--- src/hdl/sliding_window_distinct_pages_defines.svh ---
// Assertion macros shared by the working-set monitor RTL.
// No dependencies; included by the modules that carry assertions.
`ifndef SLIDING_WINDOW_DISTINCT_PAGES_DEFINES_SVH
`define SLIDING_WINDOW_DISTINCT_PAGES_DEFINES_SVH

// Condition holds at every clock edge out of reset
`define SWDP_ASSERT(lbl, clk, rst_n, cond, msg) \
  lbl: assert property (@(posedge clk) disable iff (!rst_n) (cond)) \
    else $error(msg);

// Consequent holds in the same cycle as the antecedent
`define SWDP_ASSERT_IMP(lbl, clk, rst_n, ante, cons, msg) \
  lbl: assert property (@(posedge clk) disable iff (!rst_n) (ante) |-> (cons)) \
    else $error(msg);

// Consequent holds in the cycle after the antecedent
`define SWDP_ASSERT_NXT(lbl, clk, rst_n, ante, cons, msg) \
  lbl: assert property (@(posedge clk) disable iff (!rst_n) (ante) |=> (cons)) \
    else $error(msg);

`endif

--- src/hdl/swdp_pkg.sv ---
// Shared constants, codes and link types for the working-set monitor.
// No dependencies; used by every module of the block.
package swdp_pkg;

  // Sizing
  localparam int unsigned MAX_WINDOW  = 1024;
  localparam int unsigned MIN_WINDOW  = 4;
  localparam int unsigned ADDR_BITS   = 48;
  localparam int unsigned KIND_W      = 2;
  localparam int unsigned PAGE_SIZE_W = 21;
  localparam int unsigned WIN_W       = 11;
  localparam int unsigned OUT_W       = 11;
  localparam int unsigned CNT_W       = $clog2(MAX_WINDOW + 1);

  // Cell row organization
  localparam int unsigned GROUP_CELLS = (MAX_WINDOW < 32) ? MAX_WINDOW : 32;
  localparam int unsigned NUM_GROUPS  = (MAX_WINDOW + GROUP_CELLS - 1) / GROUP_CELLS;
  localparam int unsigned TOTAL_CELLS = NUM_GROUPS * GROUP_CELLS;
  localparam int unsigned IDX_W       = $clog2(TOTAL_CELLS);

  // Divider step counter
  localparam int unsigned DIV_CNT_W = $clog2(ADDR_BITS);

  // Register port
  localparam int unsigned APB_DATA_W = 32;
  localparam int unsigned APB_ADDR_W = 4;

  // Register reset values
  localparam logic [PAGE_SIZE_W-1:0] PAGE_SIZE_RST = PAGE_SIZE_W'(4096);
  localparam logic [WIN_W-1:0]       WIN_SIZE_RST  = WIN_W'(1024);

  typedef enum logic [1:0] {
    REG_PAGE_SIZE   = 2'd0,
    REG_WINDOW_SIZE = 2'd1,
    REG_SKIP_FETCH  = 2'd2
  } reg_idx_e;

  typedef enum logic [KIND_W-1:0] {
    KIND_FETCH  = 2'd0,
    KIND_LOAD   = 2'd1,
    KIND_STORE  = 2'd2,
    KIND_MODIFY = 2'd3
  } access_kind_e;

  // Word handed from one cell to the next
  typedef struct packed {
    logic [ADDR_BITS-1:0] page;
    logic                 latest;
  } link_t;

  // Controls broadcast to every cell
  typedef struct packed {
    logic                 shift;
    logic [ADDR_BITS-1:0] query;
    logic [CNT_W-1:0]     fill;
    logic [IDX_W-1:0]     oldest;
  } bcast_t;

  // Per-cell or per-group lookup result
  typedef struct packed {
    logic hit;
    logic gone;
  } probe_t;

endpackage

--- src/hdl/swdp_cell.sv ---
// One window slot: holds a page number and its newest-occurrence flag.
// Depends on swdp_pkg for link, broadcast and probe types.
module swdp_cell (
  input  logic                         clk_i,
  input  logic                         rst_ni,
  input  logic [swdp_pkg::IDX_W-1:0]   idx_i,
  input  swdp_pkg::bcast_t             bcast_i,
  input  swdp_pkg::link_t              link_i,
  output swdp_pkg::link_t              link_o,
  output swdp_pkg::probe_t             probe_o
);

  logic [swdp_pkg::ADDR_BITS-1:0] page_q;
  logic                           latest_q;
  logic                           match;
  logic                           in_win;

  // Compare against the broadcast page; only slots inside the window count
  assign match  = (page_q == bcast_i.query);
  assign in_win = (32'(idx_i) < 32'(bcast_i.fill));

  // A newer copy of this page is entering, so drop the newest flag on the way out
  assign link_o = '{page: page_q, latest: latest_q && !match};

  assign probe_o = '{hit:  match && in_win,
                     gone: (idx_i == bcast_i.oldest) && latest_q && !match};

  // Advance the flag from the neighbor
  always_ff @(posedge clk_i or negedge rst_ni) begin
    if (!rst_ni) begin
      latest_q <= 1'b0;
    end else if (bcast_i.shift) begin
      latest_q <= link_i.latest;
    end
  end

  // Advance the page from the neighbor
  always_ff @(posedge clk_i) begin
    if (bcast_i.shift) begin
      page_q <= link_i.page;
    end
  end

endmodule

--- src/hdl/swdp_group.sv ---
// A run of chained window cells with a registered OR of their lookup results.
// Depends on swdp_pkg and swdp_cell.
module swdp_group (
  input  logic                       clk_i,
  input  logic                       rst_ni,
  input  logic [swdp_pkg::IDX_W-1:0] base_i,
  input  swdp_pkg::bcast_t           bcast_i,
  input  swdp_pkg::link_t            link_i,
  output swdp_pkg::link_t            link_o,
  output swdp_pkg::probe_t           probe_o
);

  swdp_pkg::link_t  chain [swdp_pkg::GROUP_CELLS+1];
  swdp_pkg::probe_t cell_probe [swdp_pkg::GROUP_CELLS];
  swdp_pkg::probe_t probe_d, probe_q;

  assign chain[0] = link_i;

  for (genvar c = 0; c < swdp_pkg::GROUP_CELLS; c++) begin : g_cell
    swdp_cell u_cell (
      .clk_i   (clk_i),
      .rst_ni  (rst_ni),
      .idx_i   (base_i | swdp_pkg::IDX_W'(c)),
      .bcast_i (bcast_i),
      .link_i  (chain[c]),
      .link_o  (chain[c+1]),
      .probe_o (cell_probe[c])
    );
  end

  assign link_o = chain[swdp_pkg::GROUP_CELLS];

  // Merge the cell results of this run
  always_comb begin
    probe_d = '0;
    for (int c = 0; c < swdp_pkg::GROUP_CELLS; c++) begin
      probe_d.hit  = probe_d.hit  | cell_probe[c].hit;
      probe_d.gone = probe_d.gone | cell_probe[c].gone;
    end
  end

  // Hold the merged result for the top-level reduction
  always_ff @(posedge clk_i or negedge rst_ni) begin
    if (!rst_ni) begin
      probe_q <= '0;
    end else begin
      probe_q <= probe_d;
    end
  end

  assign probe_o = probe_q;

endmodule
--- config.mk ---
export PLATFORM = sky130hd
export DESIGN_NAME = swdp_group
export DESIGN_NICKNAME = d
export VERILOG_FILES = /design/src/hdl/sliding_window_distinct_pages_defines.svh /design/src/hdl/swdp_pkg.sv /design/src/hdl/swdp_cell.sv /design/src/hdl/swdp_group.sv
export SDC_FILE = /design/constraint.sdc
export NUM_CORES = 2
export LEC_CHECK = 0
export ABC_AREA = 1
export BUFFER_PORTS_ARGS = -buffer_cell sky130_fd_sc_hd__buf_2
export CAP_MARGIN = 20
export CELL_PAD_IN_SITES_DETAIL_PLACEMENT = 1
export CELL_PAD_IN_SITES_GLOBAL_PLACEMENT = 1
export CORE_ASPECT_RATIO = 1.75
export CORE_MARGIN = 2
export CORE_UTILIZATION = 52
export DETAILED_ROUTE_END_ITERATION = 12
export GPL_TIMING_DRIVEN = 0
export PLACE_DENSITY_LB_ADDON = 0.3
export SYNTH_ARGS = -nofsm -noshare
export SYNTH_HDL_FRONTEND = slang
export SYNTH_SLANG_ARGS = --single-unit
export TNS_END_PERCENT = 100
--- constraint.sdc ---
create_clock -name clk_i -period 2.3 [get_ports clk_i]
set_input_delay 0.46 -clock clk_i [delete_from_list [all_inputs] [get_ports clk_i]]
set_output_delay 0.46 -clock clk_i [all_outputs]
set_load 0.02 [all_outputs]
After elaboration in Yosys (flattened, before gate mapping)
Index checks and enable logic that the tools add are counted.
{"block": "totals", "regBits": 1570, "out_inout_bits": 51}
{"block": "classes", "n_eq_ne": 64, "n_lt_le_gt_ge": 32, "bitwise_logic": 62, "n_reduce_logical": 160}
{"cell": "equality test 48 bit", "n": 32}
{"cell": "less-than comparator 10 x 11 -> 1 bit", "n": 32}
{"cell": "equality test 10 bit", "n": 32}
{"cell": "logical AND 1 bit", "n": 128}
{"cell": "bitwise OR 1 bit", "n": 62}
{"cell": "logical NOT 1 bit", "n": 32}

Longest topological paths before layout
{"block": "logic_depth", "depth_word": 34, "depth_mapped": 17}

Modules after synthesis
A second synthesis with hierarchy kept.
{"block": "unflattened", "cells_unflattened": 8581, "hier_area_um2": 83596.4}
{"module": "swdp_cell at g_cell[20].u_cell ...", "instances": 20, "cells_per_inst": 266, "area_each_um2": 2600.0}
{"module": "swdp_cell at g_cell[0].u_cell ...", "instances": 12, "cells_per_inst": 264, "area_each_um2": 2598.7}
{"module": "swdp_group", "instances": 1, "cells_per_inst": 93, "area_each_um2": 411.6}

Least setup slack after synthesis
Ideal clock, no wire load.
{"block": "synth_path", "kind": "input to register", "start": "input bcast_i[19] in the netlist's numbering", "end": "register probe_q, in the netlist probe_o[1]", "required_ns": 2.181, "stages": 15, "t_arrival_ns": 1.936, "setup_time_ns": 0.119, "n_path_buf": 0, "slack_ns": 0.245, "cell_sequence": "inv_1 ha_1 inv_1 nor2_2 nand3_2 nor3_1 inv_1 nor2_1 nor2_1 nand4_1 nand2_1 nor2_1 nand2_1 nor2_1 nand2_1"}
{"item": "start: declaration", "line": "swdp_group.sv:7", "text": "input swdp_pkg::bcast_t bcast_i,"}
{"item": "end signal: assignment", "line": "swdp_group.sv:47", "text": "probe_q <= probe_d;"}
{"item": "end: declaration", "line": "swdp_group.sv:15", "text": "swdp_pkg::probe_t probe_d, probe_q;"}

==> out/qor.log <==
INFO  placed_design  gp_congestion=0.9648
INFO  route          drtIter0Drc=4001
INFO  global_routing initial_antenna_violation_count=8
INFO  synth          synth_enable_flop_cells=1536
INFO  hold_path      min_delay_path_depth=1
INFO  route          drt_drc_violations_left=0
INFO  setup_path     worstReg2RegStart=g_cell[12].u_cell.page_q[14]
INFO  route          drt_pass1_iterations=6
INFO  floorplanning  fp-row-count=181
INFO  placed_design  numPortBuffers=135
INFO  timing         hold_violations=0
INFO  setup_path     critical-path-top-delay-family=simple AND/OR/NAND/NOR gates
INFO  outcome        outcome=finished with violations
INFO  global_routing global_route_usage_sum=32.86%
INFO  setup_path     crit_path_top_delay_cell=sky130_fd_sc_hd__edfxtp_1
INFO  setup_path     most_prevalent_standard_cell_on_the_critical_path=sky130_fd_sc_hd__nor2_4
INFO  global_routing globalRoute.totalOverflow=0
INFO  clocking       cts_root_buf=sky130_fd_sc_hd__clkbuf_16
INFO  outcome        violated_checks=setup timing
INFO  clocking       cts_tree=built
INFO  synth          synthesis.area=72930um2
INFO  floorplanning  effective_utilization_at_floorplan=52.45%
INFO  floorplanning  chipWidth=287.1um
INFO  synth          synth.net_count=6309
INFO  synth          synthFlopType=sky130_fd_sc_hd__edfxtp_1
INFO  placed_design  placed_cells_incl_taps=8139
INFO  timing         rsz0062_at_grt=true
INFO  timing         postLayoutSetupSlackWorst=-0.6818ns
INFO  finish         num-nets-final=6698
INFO  setup_path     timing.reg2reg.setup_slack=-0.06ns
INFO  route          wl_per_cell=27.68um
INFO  global_routing vias_in_the_first_global_route=50730
INFO  floorplanning  fp.dieH=499.4um
INFO  timing         setup_violations=2
INFO  power_and_ir_drop worst_ir_drop_vdd=0.7355mV
INFO  job            cap_viol_max_count=0
INFO  hold_path      hold_path_startpoint=bcast_i[69]
INFO  route          vias_per_std_cell=5.495
INFO  finish         area_delta_synth_final=14.41%
INFO  clocking       tritoncts.num_buffers=148
INFO  setup_path     crit_arrival=2.52ns
INFO  clocking       clkSlewWorstSetupHoldPaths=0.06ns
INFO  synth          netlist_instances=6164
INFO  power_and_ir_drop total_power=66.67mW
INFO  global_routing grt_pass1_wl=335.5mm
INFO  setup_path     cp_cell_sequence=inv_1 -> nand2_1 -> nand4_1 -> nor2_4 -> nand2_4 -> nor2_4 -> nand3_2 -> inv_2 -> nor2_4 -> buf_6
INFO  power_and_ir_drop power_per_cell_area=799.0nW/um2
INFO  floorplanning  pin_count=182
INFO  clocking       insertion_delay=0.81ns
INFO  floorplanning  core_region_area=139100um2
INFO  timing         finalMaxSlewViolations=0
INFO  synth          async_reset_ff_share=2.166%
INFO  timing         period_needed=2.982ns
INFO  setup_path     worst_reg_to_reg_cells=13
INFO  setup_path     crit_start=g_cell[31].u_cell.page_q[39]
INFO  route          route.final.wire_length=235.3mm
INFO  timing         transition_at_the_pin_with_the_smallest_max_transition_slack=1.080ns
INFO  setup_path     crit_required=1.84ns
INFO  setup_path     r2r_end=probe_o[1]
INFO  placed_design  hpwl=167.3mm
INFO  synth          sequential_fraction_of_the_synthesis_area=64.41%
INFO  hold_path      holdCritPathClass=in2reg
INFO  setup_path     path_buf_inv=3
INFO  global_routing maximum_number_of_pins_on_one_net_before_global_route_repair=172
INFO  timing         finalClockSkew=0.02852ns
INFO  setup_path     worstPathMaxFanout=3
INFO  setup_path     cp-start-kind=flop
INFO  clocking       depth_of_the_cts_h_tree=4
INFO  timing         final_worst_path_period_share=129.6%
INFO  route          vias=46710
INFO  timing         peak_clock_frequency_supported_by_timing=335.4MHz
INFO  clocking       cts_num_sinks=1570
INFO  setup_path     critPathMaxStageDelay=0.39ns
INFO  floorplanning  die-area=143400um2
INFO  setup_path     worstSetupPathType=reg2out
INFO  synth          yosys_register_bits=1570
INFO  power_and_ir_drop power.leakage=30.45nW
INFO  synth          ys.warnings.count=0
INFO  timing         relSlewSlack=27.98%
INFO  route          postRouteAntennaNets=0
INFO  finish         share_of_final_layout_standard_cells_stronger_than_drive_strength_1=14.94%
INFO  finish         post_layout_nonfiller_instances=8501
INFO  hold_path      min_delay_worst_endpoint=g_cell[29].u_cell.page_q[22]
INFO  synth          yosys.cell_types.count=38
INFO  clocking       cts-root-to-sink-buffers=3
INFO  synth          avgSynthCellArea=11.83um2
INFO  setup_path     worstSetupEndpointType=primary output
==> per-stage QoR <==
step / hold WS (ns) / setup TNS, ns / utilization [%] / setup WS (ns) / area [um2]
2_1_floorplan: 0.1644 / 0 / - / 0.2454 / 72930
3_3_place_gp: 0.4460 / - / 54.58 / -23.88 / 75900
3_5_place_dp: 0.4566 / -1905.24 / 54.78 / -2.768 / 76170
4_1_cts: 0.08192 / -0.6931 / 59.44 / -0.6713 / 82660
5_1_grt: 0.1158 / -0.8509 / 60.00 / -0.7176 / 83440
6_report: 0.1353 / -0.7392 / 60.01 / -0.6818 / 83440
==> power breakdown <==
part / internal (mW) / total, mW / switching, mW
sequential: 33.4 / 34.7 / 1.35
clock: 13.2 / 24.6 / 11.4
combinational: 2.83 / 7.34 / 4.51
==> cell families (layout without fill, tap and decap cells) <==
family / Yosys count / after routing / share of synthesized area [%]
fa+ha+maj: 14 / 14 / 0.2402
xor+xnor: 1351 / 1351 / 16.22
simple gates: 2588 / 2588 / 14.06
buf+inv: 610 / 1114 / 4.829
compound gates: 31 / 31 / 0.2351
flops: 1570 / 1570 / 64.41
other cells: 0 / 3 / 0
==> metal layers <==
metal / vias up / GRT usage, % / routed length, um
met5: - / 0 / 53
met4: 8 / 27.43 / 24040
met3: 582 / 3.764 / 10500
met2: 1608 / 57.51 / 120500
met1: 23730 / 35.39 / 80160
li1: 20790 / - / -
==> repair_timing <==
action,CTS,global route
gates resized for setup,275,140
setup endpoints to repair,829,250
gates cloned,11,3
setup buffers,11,20
pin swaps,12,26
endpoints found under the hold margin,83,0
hold buffers,50,0
==> cell usage after synthesis (15+ instances only) <==
master	number	area share (%)
sky130_fd_sc_hd__nand2_1	1581	8.1
sky130_fd_sc_hd__edfxtp_1	1536	63
sky130_fd_sc_hd__xnor2_1	1216	15
sky130_fd_sc_hd__nor2_1	700	3.6
sky130_fd_sc_hd__inv_1	344	1.8
sky130_fd_sc_hd__nand3_1	171	1.2
sky130_fd_sc_hd__xor2_1	135	1.6
sky130_fd_sc_hd__buf_4	109	1.1
sky130_fd_sc_hd__buf_6	104	1.6
sky130_fd_sc_hd__nand4_1	54	0.46
sky130_fd_sc_hd__or2_2	46	0.39
sky130_fd_sc_hd__dfrtp_1	34	1.2
sky130_fd_sc_hd__buf_2	31	0.21
sky130_fd_sc_hd__nor3_1	23	0.16
sky130_fd_sc_hd__a21oi_1	15	0.10
==> state kept, by name, indices dropped and copies added, names as in the netlist <==
signal                  cells
g_cell.u_cell.page_q     1536
g_cell.u_cell.latest_q     32
probe_o                     2
==> layout by cell type, fill, tap and decap left out, drive strengths merged, types with 23 or more instances in the layout <==
master       Yosys  routed
xnor2         1216    1216
clkinv           1      47
or2             47      47
buf            247     424
clkbuf           9     209
nand2         1581    1581
inv            353     362
nor2           703     703
nand3          173     173
nor3            23      23
dlygate4sd3      0      50
nand4           54      54
edfxtp        1536    1536
dfrtp           34      34
xor2           135     135
==> how the worst max path moves through the flow <==
stage | end | slack, ns | cells past startpoint
2_1_floorplan | probe_o[1] | 0.25 | 15
3_3_place_gp | g_cell[28].u_cell.page_q[37] | -23.88 | 1
3_5_place_dp | g_cell[28].u_cell.page_q[7] | -2.77 | 6
4_1_cts | link_o[0] | -0.67 | 9
5_1_grt | link_o[0] | -0.72 | 10
6_report | link_o[0] | -0.68 | 10
==> layout make-up <==
cell class | instances | area (um2)
clock buffer | 197 | 4025
timing repair buffer | 240 | 2116
buffer | 255 | 2183
fill | 14060 | 55610
antenna | 3 | 7.507
tap | 1830 | 2290
sequential | 1570 | 46980
clock inverter | 68 | 568.0
multi-input combinational | 3984 | 23940
inverter | 354 | 1331
(Power assumes the default switching activity.)
