**config.mk**
```make
export PLATFORM = sky130hd
export DESIGN_NAME = swdp_div
export DESIGN_NICKNAME = d
export VERILOG_FILES = /design/src/hdl/swdp_pkg.sv /design/src/hdl/swdp_div.sv
export VERILOG_INCLUDE_DIRS = /design/src /design/src/hdl
export SDC_FILE = /design/constraint.sdc
export NUM_CORES = 1
export LEC_CHECK = 0
export BUFFER_PORTS_ARGS = -buffer_cell sky130_fd_sc_hd__clkbuf_2
export CORE_ASPECT_RATIO = 1.2
export CORE_MARGIN = 2
export CORE_UTILIZATION = 46
export DETAILED_ROUTE_END_ITERATION = 16
export GPL_TIMING_DRIVEN = 1
export PLACE_DENSITY_LB_ADDON = 0.15
export SYNTH_ARGS = -nofsm -noshare
export SYNTH_HDL_FRONTEND = slang
export SYNTH_SLANG_ARGS = --single-unit
export TNS_END_PERCENT = 1
```
**constraint.sdc**
```tcl
create_clock -name clk_i -period 6.8 [get_ports clk_i]
set_input_delay 0.34 -clock clk_i [delete_from_list [all_inputs] [get_ports clk_i]]
set_output_delay 0.34 -clock clk_i [all_outputs]
set_load 0.03 [all_outputs]
```
**src/hdl/sliding_window_distinct_pages_defines.svh**
```systemverilog
// Assertion macros shared by the working-set monitor RTL.
// No dependencies; included by the modules that carry assertions.
`ifndef SLIDING_WINDOW_DISTINCT_PAGES_DEFINES_SVH
`define SLIDING_WINDOW_DISTINCT_PAGES_DEFINES_SVH

// Condition holds at every clock edge out of reset
`define SWDP_ASSERT(lbl, clk, rst_n, cond, msg) \
  lbl: assert property (@(posedge clk) disable iff (!rst_n) (cond)) \
    else $error(msg);

// Consequent holds in the same cycle as the antecedent
`define SWDP_ASSERT_IMP(lbl, clk, rst_n, ante, cons, msg) \
  lbl: assert property (@(posedge clk) disable iff (!rst_n) (ante) |-> (cons)) \
    else $error(msg);

// Consequent holds in the cycle after the antecedent
`define SWDP_ASSERT_NXT(lbl, clk, rst_n, ante, cons, msg) \
  lbl: assert property (@(posedge clk) disable iff (!rst_n) (ante) |=> (cons)) \
    else $error(msg);

`endif

```
**src/hdl/swdp_pkg.sv**
```systemverilog
// Shared constants, codes and link types for the working-set monitor.
// No dependencies; used by every module of the block.
package swdp_pkg;

  // Sizing
  localparam int unsigned MAX_WINDOW  = 1024;
  localparam int unsigned MIN_WINDOW  = 4;
  localparam int unsigned ADDR_BITS   = 48;
  localparam int unsigned KIND_W      = 2;
  localparam int unsigned PAGE_SIZE_W = 21;
  localparam int unsigned WIN_W       = 11;
  localparam int unsigned OUT_W       = 11;
  localparam int unsigned CNT_W       = $clog2(MAX_WINDOW + 1);

  // Cell row organization
  localparam int unsigned GROUP_CELLS = (MAX_WINDOW < 32) ? MAX_WINDOW : 32;
  localparam int unsigned NUM_GROUPS  = (MAX_WINDOW + GROUP_CELLS - 1) / GROUP_CELLS;
  localparam int unsigned TOTAL_CELLS = NUM_GROUPS * GROUP_CELLS;
  localparam int unsigned IDX_W       = $clog2(TOTAL_CELLS);

  // Divider step counter
  localparam int unsigned DIV_CNT_W = $clog2(ADDR_BITS);

  // Register port
  localparam int unsigned APB_DATA_W = 32;
  localparam int unsigned APB_ADDR_W = 4;

  // Register reset values
  localparam logic [PAGE_SIZE_W-1:0] PAGE_SIZE_RST = PAGE_SIZE_W'(4096);
  localparam logic [WIN_W-1:0]       WIN_SIZE_RST  = WIN_W'(1024);

  typedef enum logic [1:0] {
    REG_PAGE_SIZE   = 2'd0,
    REG_WINDOW_SIZE = 2'd1,
    REG_SKIP_FETCH  = 2'd2
  } reg_idx_e;

  typedef enum logic [KIND_W-1:0] {
    KIND_FETCH  = 2'd0,
    KIND_LOAD   = 2'd1,
    KIND_STORE  = 2'd2,
    KIND_MODIFY = 2'd3
  } access_kind_e;

  // Word handed from one cell to the next
  typedef struct packed {
    logic [ADDR_BITS-1:0] page;
    logic                 latest;
  } link_t;

  // Controls broadcast to every cell
  typedef struct packed {
    logic                 shift;
    logic [ADDR_BITS-1:0] query;
    logic [CNT_W-1:0]     fill;
    logic [IDX_W-1:0]     oldest;
  } bcast_t;

  // Per-cell or per-group lookup result
  typedef struct packed {
    logic hit;
    logic gone;
  } probe_t;

endpackage

```
**src/hdl/swdp_div.sv**
```systemverilog
// Bit-serial restoring divider: address by page size, one quotient bit per cycle.
// Depends on swdp_pkg and the shared assertion macro header.
`include "sliding_window_distinct_pages_defines.svh"

module swdp_div (
  input  logic                             clk_i,
  input  logic                             rst_ni,
  input  logic                             start_i,
  input  logic [swdp_pkg::ADDR_BITS-1:0]   dividend_i,
  input  logic [swdp_pkg::PAGE_SIZE_W-1:0] divisor_i,
  output logic                             done_o,
  output logic [swdp_pkg::ADDR_BITS-1:0]   quotient_o
);

  logic                             busy_q;
  logic                             done_q;
  logic [swdp_pkg::DIV_CNT_W-1:0]   cnt_q;
  logic [swdp_pkg::ADDR_BITS-1:0]   work_q, work_d;
  logic [swdp_pkg::PAGE_SIZE_W-1:0] rem_q, rem_d;
  logic [swdp_pkg::PAGE_SIZE_W-1:0] dsr_q;
  logic [swdp_pkg::PAGE_SIZE_W:0]   rem_sh;
  logic [swdp_pkg::PAGE_SIZE_W:0]   rem_sub;
  logic                             ge;
  logic                             last;

  // One restoring step: shift in the next dividend bit, subtract if it fits
  assign rem_sh  = {rem_q, work_q[swdp_pkg::ADDR_BITS-1]};
  assign ge      = rem_sh >= {1'b0, dsr_q};
  assign rem_sub = rem_sh - {1'b0, dsr_q};
  assign rem_d   = ge ? rem_sub[swdp_pkg::PAGE_SIZE_W-1:0]
                      : rem_sh[swdp_pkg::PAGE_SIZE_W-1:0];
  assign work_d  = {work_q[swdp_pkg::ADDR_BITS-2:0], ge};
  assign last    = (cnt_q == swdp_pkg::DIV_CNT_W'(swdp_pkg::ADDR_BITS - 1));

  // Step control
  always_ff @(posedge clk_i or negedge rst_ni) begin
    if (!rst_ni) begin
      busy_q <= 1'b0;
      done_q <= 1'b0;
      cnt_q  <= '0;
    end else begin
      done_q <= busy_q && last;
      if (start_i) begin
        busy_q <= 1'b1;
        cnt_q  <= '0;
      end else if (busy_q) begin
        cnt_q <= cnt_q + swdp_pkg::DIV_CNT_W'(1);
        if (last) begin
          busy_q <= 1'b0;
        end
      end
    end
  end

  // Load operands, then advance the quotient and remainder
  always_ff @(posedge clk_i) begin
    if (start_i) begin
      work_q <= dividend_i;
      rem_q  <= '0;
      dsr_q  <= divisor_i;
    end else if (busy_q) begin
      work_q <= work_d;
      rem_q  <= rem_d;
    end
  end

  assign done_o     = done_q;
  assign quotient_o = work_q;

  `SWDP_ASSERT_IMP(a_start_idle, clk_i, rst_ni, start_i, !busy_q, "divider started while busy")
  `SWDP_ASSERT_IMP(a_done_idle, clk_i, rst_ni, done_q, !busy_q && !start_i, "done while still stepping")

endmodule

```
# --- Word-level counts from Yosys, hierarchy flattened ---
# Cells that the tools add are included.
word_totals:
  reg_bits: 98
  in_bits: 72
  out_inout_bits: 49
  wordCells: 20
classes:
  add_sub_neg: 2
  n_lt_le_gt_ge: 1
  eq_ne: 1
  muxes: 8
  reduce_logical: 2
op_table:
  columns: ["operator", "count"]
  rows:
  - ["2-to-1 mux 48 bit", 2]
  - [">= comparator 22 x 21 -> 1 bit", 1]
  - ["2-to-1 mux 21 bit", 1]
  - ["subtractor 21 bit", 1]
  - ["2-to-1 mux 6 bit", 2]
  - ["adder 6 x 1 -> 6 bit, second input constant", 1]
  - ["equality test 6 bit, second input constant", 1]
  - ["2-to-1 mux 1 bit", 3]
  - ["nonzero test 2 bit", 1]
  - ["logical AND 1 bit", 1]

# --- Logic depth before layout (Yosys ltp) ---
# Gate-level depths: netlist of run 1.
logic_depth:
  ltp_word: 4
  ltp_mapped: 13
  depth_no_buf: 11

# --- Worst setup path before layout of run 1 ---
# No wires, ideal clock.
synth_path:
  path_type: "register to register"
  from: "register work_q, in the netlist quotient_o[47]"
  to: "register work_q, in the netlist quotient_o[0] (data pin)"
  setup_ns: 0.260
  arrival_ns: 2.541
  required_time_ns: 6.540
  setup_slack_ns: 3.999
  path_stages_with_launch: 13
  n_path_buf: 2
  period_less_slack_ns: 2.801
  path_cell_list: "edfxtp_1 inv_1 ha_1 inv_1 fa_1 a211oi_1 nor2_1 o21ai_4 nand3_2 a31o_1 buf_6 buf_8 mux2_2"
synth_via:
  elab_chain_len: 3
synth_rtl:
  columns: ["item", "line_no", "rtl"]
  rows:
  - ["start, declared", "swdp_div.sv:18", "logic [swdp_pkg::ADDR_BITS-1:0] work_q, work_d;"]
  - ["start signal, assigned", "swdp_div.sv:58", "work_q <= dividend_i;"]
  - ["start signal, assigned", "swdp_div.sv:62", "work_q <= work_d;"]
  - [">= comparator 22 x 21 -> 1 bit", "swdp_div.sv:28", "assign ge = rem_sh >= {1'b0, dsr_q};"]
  - ["2-to-1 mux 48 bit", "swdp_div.sv:61", "end else if (busy_q) begin"]
  - ["2-to-1 mux 48 bit", "swdp_div.sv:57", "if (start_i) begin"]
# No other way between the ends. The select of a mux whose other input is x is not followed.
# A chain may end at the register's enable or synchronous reset.

# --- Final worst setup path of run 1 ---
layout_path:
  from: "register work_q, in the netlist quotient_o[47]"
  to: "register rem_q[3] (netlist name)"
layout_via:
  elab_chain_len: 2
  word_cells_on_any_way: 3
  cone_classes: "add/sub (1); order compare (1); mux (1)"
layout_rtl:
  columns: ["item", "line_no", "rtl"]
  rows:
  - ["subtractor 21 bit / >= comparator 22 x 21 -> 1 bit (equally long branches)", "swdp_div.sv:29, swdp_div.sv:28", null]
  - ["2-to-1 mux 21 bit (*)", "swdp_div.sv:30", "assign rem_d = ge ? rem_sub[swdp_pkg::PAGE_SIZE_W-1:0]"]
  - ["end signal, assigned", "swdp_div.sv:63", "rem_q <= rem_d;"]
  - ["end, declared", "swdp_div.sv:19", "logic [swdp_pkg::PAGE_SIZE_W-1:0] rem_q, rem_d;"]
# Mark *: on every way between the ends. The rest lies on a longest branch, timed or not.

==> results of run 1 <==
[area by class of cell]
cell class	count	area, µm²	area share (%)
sequential	98	2690	43.7
clock inverter	4	68.8	1.12
tap	132	165	2.68
inverter	28	105	1.71
multi-input combinational	301	2260	36.7
clock buffer	12	236	3.84
timing repair buffer	123	628	10.2
[layout by cell type, fill, tap and decap left out, types with 4 or more instances in the layout]
cell type / count
o21ai_0: 23
dfrtp_1: 8
nor3_1: 7
xnor2_1: 11
edfxtp_1: 69
ha_1: 22
mux2i_1: 4
clkbuf_2: 119
a311oi_1: 5
clkbuf_16: 9
nand4_1: 9
nor2_1: 26
nand2_1: 35
o21bai_1: 4
xor2_1: 8
dfxtp_1: 21
a32oi_1: 9
mux2_2: 48
nand2b_1: 5
a21oi_1: 28
inv_1: 27
nand3_1: 8
o31ai_1: 4
[power groups by stage]
stage | clock network [mW] | logic, mW | registers (mW)
after global routing | 0.563 | 0.253 | 0.716
after global placement | 0 | 0.231 | 0.722
after detailed placement | 0 | 0.234 | 0.723
after floorplan | 0 | 0.101 | 0.779
after CTS | 0.541 | 0.235 | 0.711
final | 0.527 | 0.234 | 0.711
[routing by layer]
| metal | up-vias | GRT usage, % | wire (µm) |
|---|---|---|---|
| li1 | 1901 | - | - |
| met4 | 0 | 8.82 | 282 |
| met2 | 121 | 31.2 | 5350 |
| met1 | 1809 | 25.0 | 4910 |
| met3 | 18 | 5.36 | 757 |
| met5 | - | 0 | 0 |
[sequential cells by signal, summed over array words and instances (netlist names)]
signal / flops
busy_q: 1
cnt_q: 6
done_o: 1
dsr_q: 21
quotient_o: 48
rem_q: 21
[cell families (layout without fill, tap and decap cells)]
family,Yosys count,in the layout,share of synthesized area [%]
compound gates,101,101,13.5
xor+xnor,19,19,3.22
fa+ha+maj,23,23,5.71
buf+inv,49,167,4.16
flops,98,98,52.1
mux,52,52,11.2
simple gates,106,106,10.1
[worst reg2reg max path: cells and delay by family (launching register included)]
kind / cells / cell delay [ns]
AND/OR/NAND/NOR: 3 / 0.36
buffers and inverters: 2 / 0.13
flip-flops: 1 / 0.41
adder cells (fa/ha/maj): 2 / 0.56
AO/OA/AOI/OAI: 4 / 1.59
[metrics by stage]
stage                     util (%)  total power [mW]  worst slack, ns
after CTS                     56.1              1.49             3.66
after global routing          56.1              1.53             3.33
after global placement        53.2             0.954             3.76
after floorplan                  -             0.880             4.00
after detailed placement      53.2             0.956             3.70
final                         56.1              1.47             3.67
[synthesized netlist by cell type (5+ instances only)]
cell type   n
edfxtp_1   69
mux2_2     48
nand2_1    35
a21oi_1    28
inv_1      28
nor2_1     26
o21ai_0    23
ha_1       22
dfxtp_1    21
xnor2_1    11
clkbuf_1   10
a32oi_1     9
nand4_1     9
dfrtp_1     8
nand3_1     8
xor2_1      8
nor3_1      7
buf_2       6
a311oi_1    5
nand2b_1    5
[final timing paths]
| kind | to |
|---|---|
| worst min register to register | rem_q[8] |
| max in group asynchronous | done_o |
| worst max-delay path | rem_q[3] |
| worst min-delay path | dsr_q[11] |
| min in group asynchronous | cnt_q[2] |
| worst max register to register | rem_q[3] |
==> impl_metrics.ini, run 1 <==
[die]
initial_core_util_pct = 47.1
num_rows = 42
dieArea_mm2 = 0.0121
die_w_um = 101
io_pins = 121
die_y_um = 120
core_mm2 = 0.0110

[global_route]
antenna_found_initial = 0
grt_pass1_vias = 3891
grt_max_degree = 66
grt_overflow_total = 0
grtUsageTotal_pct = 19.7
grt_pass1_wl_um = 18500

[sta]
worstMarginPinSlew_ns = 1.01
finalCritPeriodShare_pct = 46.0
fmax_mhz = 320
finClkSkew_ns = 0.00633
slew_violations = 0
relSlewSlack_pct = 32.3
finalSetupViolCount = 0
totalNegativeSetupSlack_ns = 0
whs_ns = 0.168
hold_violations = 0
min_period_ns = 3.13
rsz0062_at_grt = false

[power_and_ir_drop]
p_per_area_mw_per_mm2 = 239
power.clock.fraction_pct = 35.8
internal_power_mw = 1.10
power.leakage_nw = 2.62
power_frac_seq_pct = 48.3
p_sw_share_pct = 25.3
vdd_drop_max_uv = 149
pwr-share-comb_pct = 15.9
p_switching_mw = 0.373

[routing]
dr.pass1.iters = 5
ant_nets = 0
vias = 3849
avgRoutedWirePerCell_um = 16.2
drt_wl_total_um = 11300
drtIter0Drc = 227
drt-vias-per-instance = 5.51
drc = 0

[worst_setup_path]
cpMostUsedCell = inv_1
critPathBufInv = 2
critPathMaxFanout = 21
cp_top_family = compound AO/OA/AOI/OAI gates
critPathMaxStageDelay_ns = 0.85
crit_cells = 11
crit_chain = inv_1, ha_1, inv_1, fa_1, a211oi_1, nor2_1, o21ai_4, nand3_2, a31oi_2, nand2_1, a311oi_1
required_ns = 7.05
worstSetupStartpointType = register
crit_path_end_kind = register
cp_data_arrival_time_ns = 3.38
rrSetupSlack_ns = 3.67
critPathLaunch = quotient_o[47]
path_class = register to register
r2r-start = quotient_o[47]
r2r_cells = 11
crit_path_top_delay_cell = a31oi_2

[logic_synthesis]
syn_area_per_cell_um2 = 11.5
ys_seq_area_share_pct = 52.1
yosys-top-cells-area = edfxtp_1 (40%), mux2_2 (10%), dfxtp_1 (8.1%), ha_1 (5.3%), dfrtp_1 (3.9%)
yosys_warnings = 0
ys_seq_elements = 98
syn_area_mm2 = 0.00517
yosysTopAreaCell = edfxtp_1
synth_top_flop_cell = edfxtp_1
async_flop_share_pct = 8.16
post_synth_num_cell_types = 59
synth_fp_nets = 543
synth_top_area_share_pct = 40.1
synth_edf_count = 69
syn_inst = 448

[clock_network]
cts-root-buf = clkbuf_16
ctsResizeCount = 0
cts_setup_buffers = 0
path_clk_slew_ns = 0.06
clock-sinks = 98
htree_levels = 3
cts_buffers = 9
cts_buffer_depth = 2
ctsHoldBuffers = 1
cts_tree = done
insertion_delay_ns = 0.34

[layout]
syn_to_final_growth_pct = 19.1
antenna_cells = 0
fillers = 957
final_cell_area_mm2 = 0.00616
drive_gt1_share_pct = 34.3
layout.nets = 656
final_cells = 698

[run]
drv_cap = 0

[place]
place_area_mm2 = 0.00584
io_buffers = 120
hpwl_um = 8300
routabilityCongestion = 0.859
dp.cells = 681

[worst_hold_path]
worstHoldStart = divisor_i[11]
hold_class = input pin to register
worstHoldPathCells = 1

[outcome]
status = completed
Note: power is estimated with default switching activity, not from simulation.
==> inputs of run 2 (changes only) <==
==> constraint.sdc (replaced) <==
create_clock -name clk_i -period 2.9 [get_ports clk_i]
set_input_delay 0.145 -clock clk_i [delete_from_list [all_inputs] [get_ports clk_i]]
set_output_delay 0.145 -clock clk_i [all_outputs]
set_load 0.03 [all_outputs]
==> run 2 against run 1 <==
  * Clock power rose to 2.8 times the previous value
  * Via count up 4.3%
  * Clock skew is 0.0029 ns higher
  * Global-route usage is 1.1 points higher
  * Cell area increased by 5.9%
  * Die area did not move
  * Register-to-register slack worse by 3.5 ns
  * Worst setup slack worse by 3.5 ns
  * Flip-flop and latch count unchanged
  * Combinational power is 150% higher
  * Sequential share of layout area shrank 2.4 points
  * Critical path type unchanged
  * Largest power group unchanged
==> impl_metrics.ini, run 2 (same netlist as run 1, synthesis figures left out) <==
[global_route]
grt_max_degree = 49
antenna_found_initial = 0
grt_overflow_total = 0
grt_pass1_vias = 4215
grt_pass1_wl_um = 20000
grtUsageTotal_pct = 20.8

[layout]
mostFrequentLayoutCell = clkbuf_2
largest_reg_flops = 48
layout.nets = 688
final_cells = 730
drive_gt1_share_pct = 34.9
syn_to_final_growth_pct = 26.2
antenna_cells = 0
fillers = 942
final_cell_mix = clkbuf_2 (119), edfxtp_1 (69), mux2_2 (48), nand2_1 (35), a21oi_1 (28)

[clock_network]
cts_tree = done
cts_buffer_depth = 2
cts_setup_buffers = 0
clock-sinks = 98
cts-root-buf = clkbuf_16
cts_buffers = 9
path_clk_slew_ns = 0.07
insertion_delay_ns = 0.34
htree_levels = 3

[run]
drv_cap = 0

[sta]
min_period_ns = 2.71
finalSetupViolCount = 0
hold_violations = 0
finClkSkew_ns = 0.00926
worstMarginPinSlew_ns = 0.615
slew_violations = 0
rsz0062_at_grt = true
fmax_mhz = 369
relSlewSlack_pct = 59.0
layout_setup_ws_ns = 0.189
finalCritPeriodShare_pct = 93.5

[die]
core_mm2 = 0.0110
initial_core_util_pct = 47.1
die_w_um = 101
num_rows = 42
die_y_um = 120
io_pins = 121
dieArea_mm2 = 0.0121

[worst_setup_path]
required_ns = 3.14
cp_data_arrival_time_ns = 2.95
path_class = register to register
worstSetupStartpointType = register
crit_path_end_kind = register
critPathMaxFanout = 17

[place]
dp.cells = 692
dp_slack_ns = 0.145
routabilityCongestion = 0.911
hpwl_um = 8880
io_buffers = 120

[routing]
drc = 0
dr.pass1.iters = 5
drtIter0Drc = 140
ant_nets = 0
drt-vias-per-instance = 5.50
vias = 4014
drt_wl_total_um = 12000
avgRoutedWirePerCell_um = 16.5

[power_and_ir_drop]
power.clock.fraction_pct = 39.4
internal_power_mw = 2.78
power.leakage_nw = 2.79
p_per_area_mw_per_mm2 = 568
p_sw_share_pct = 25.0
pwr-share-comb_pct = 15.6
p_switching_mw = 0.926
vdd_drop_max_uv = 445
power_frac_seq_pct = 44.9

[worst_hold_path]
hold_class = input pin to register

[outcome]
status = completed
-- run 2: cell types whose count changed in the layout (fill, tap and decap cells not counted), sizes merged --
| cell | change |
|---|---|
| dlygate4sd3 | +21 |
| buf | +11 |
| bufinv | +2 |
| clkbuf | -2 |
| clkinv | -2 |
| clkinvlp | +1 |
| inv | +1 |
-- run 2: path summary, 6_finish.rpt --
kind                                 end  depth (start not counted)  slack (ns)            from
hold / removal             quotient_o[2]                          2        0.10   dividend_i[2]
max in group asynchronous       cnt_q[2]                          2        2.52          rst_ni
setup reg to reg                rem_q[1]                         12        0.19  quotient_o[47]
min in group asynchronous       cnt_q[4]                          2        0.20          rst_ni
setup / recovery                rem_q[1]                         12        0.19  quotient_o[47]
hold reg to reg                 rem_q[9]                          2        0.49        rem_q[9]
-- run 2: per-layer routing --
| metal | global-route usage, % | part of all wire [%] | vias up |
|---|---|---|---|
| met5 | 0 | 0 | - |
| met4 | 7.71 | 2.3 | 0 |
| met3 | 4.83 | 6.6 | 22 |
| met2 | 34.8 | 49 | 144 |
| met1 | 26.0 | 42 | 1889 |
| li1 | - | - | 1959 |
-- run 2: cell type report --
| class | count | area (µm²) | area share, % |
|---|---|---|---|
| Clock inverter | 6 | 136 | 2.09 |
| Tap cell | 132 | 165 | 2.53 |
| Timing Repair Buffer | 155 | 925 | 14.2 |
| Sequential cell | 98 | 2690 | 41.3 |
| Clock buffer | 10 | 229 | 3.51 |
| Inverter | 28 | 105 | 1.61 |
| Multi-Input combinational cell | 301 | 2270 | 34.8 |
-- run 2: through the flow --
stage | TNS (ns) | hold slack [ns] | area, µm² | power (mW) | utilization (%)
floorplan | 0 | -0.151 | 5170 | 2.06 | -
global placement | 0 | 0.00638 | 5930 | 2.24 | 54.0
detailed placement | 0 | 0.00744 | 5930 | 2.25 | 54.0
CTS | 0 | 0.0938 | 6510 | 3.73 | 59.3
global route | -0.00710 | 0.0996 | 6530 | 3.83 | 59.4
finish | 0 | 0.100 | 6530 | 3.70 | 59.4
-- run 2: worst max-delay path: stages (launching register included) --
cell and delay (ns):
edfxtp_1 0.40, inv_1 0.08, ha_1 0.15, inv_1 0.05
fa_1 0.42, a211oi_1 0.25, nor2_1 0.13, o21ai_4 0.20
nand3_2 0.12, a31oi_2 0.24, buf_6 0.22, nand2_1 0.08
a311oi_1 0.27
-- run 2: timing repair --
action / in CTS / in global routing
gates resized for setup: 0 / 3
endpoints found under the hold margin: 29 / 0
setup endpoints to repair: 0 / 10
hold buffers: 22 / 0
-- run 2: power by group through the flow --
stage	clock (mW)	combinational (mW)	sequential (mW)
2_1_floorplan	0	0.236	1.83
3_3_place_gp	0	0.548	1.69
3_5_place_dp	0	0.555	1.70
4_1_cts	1.48	0.581	1.67
5_1_grt	1.53	0.623	1.68
6_report	1.46	0.578	1.67
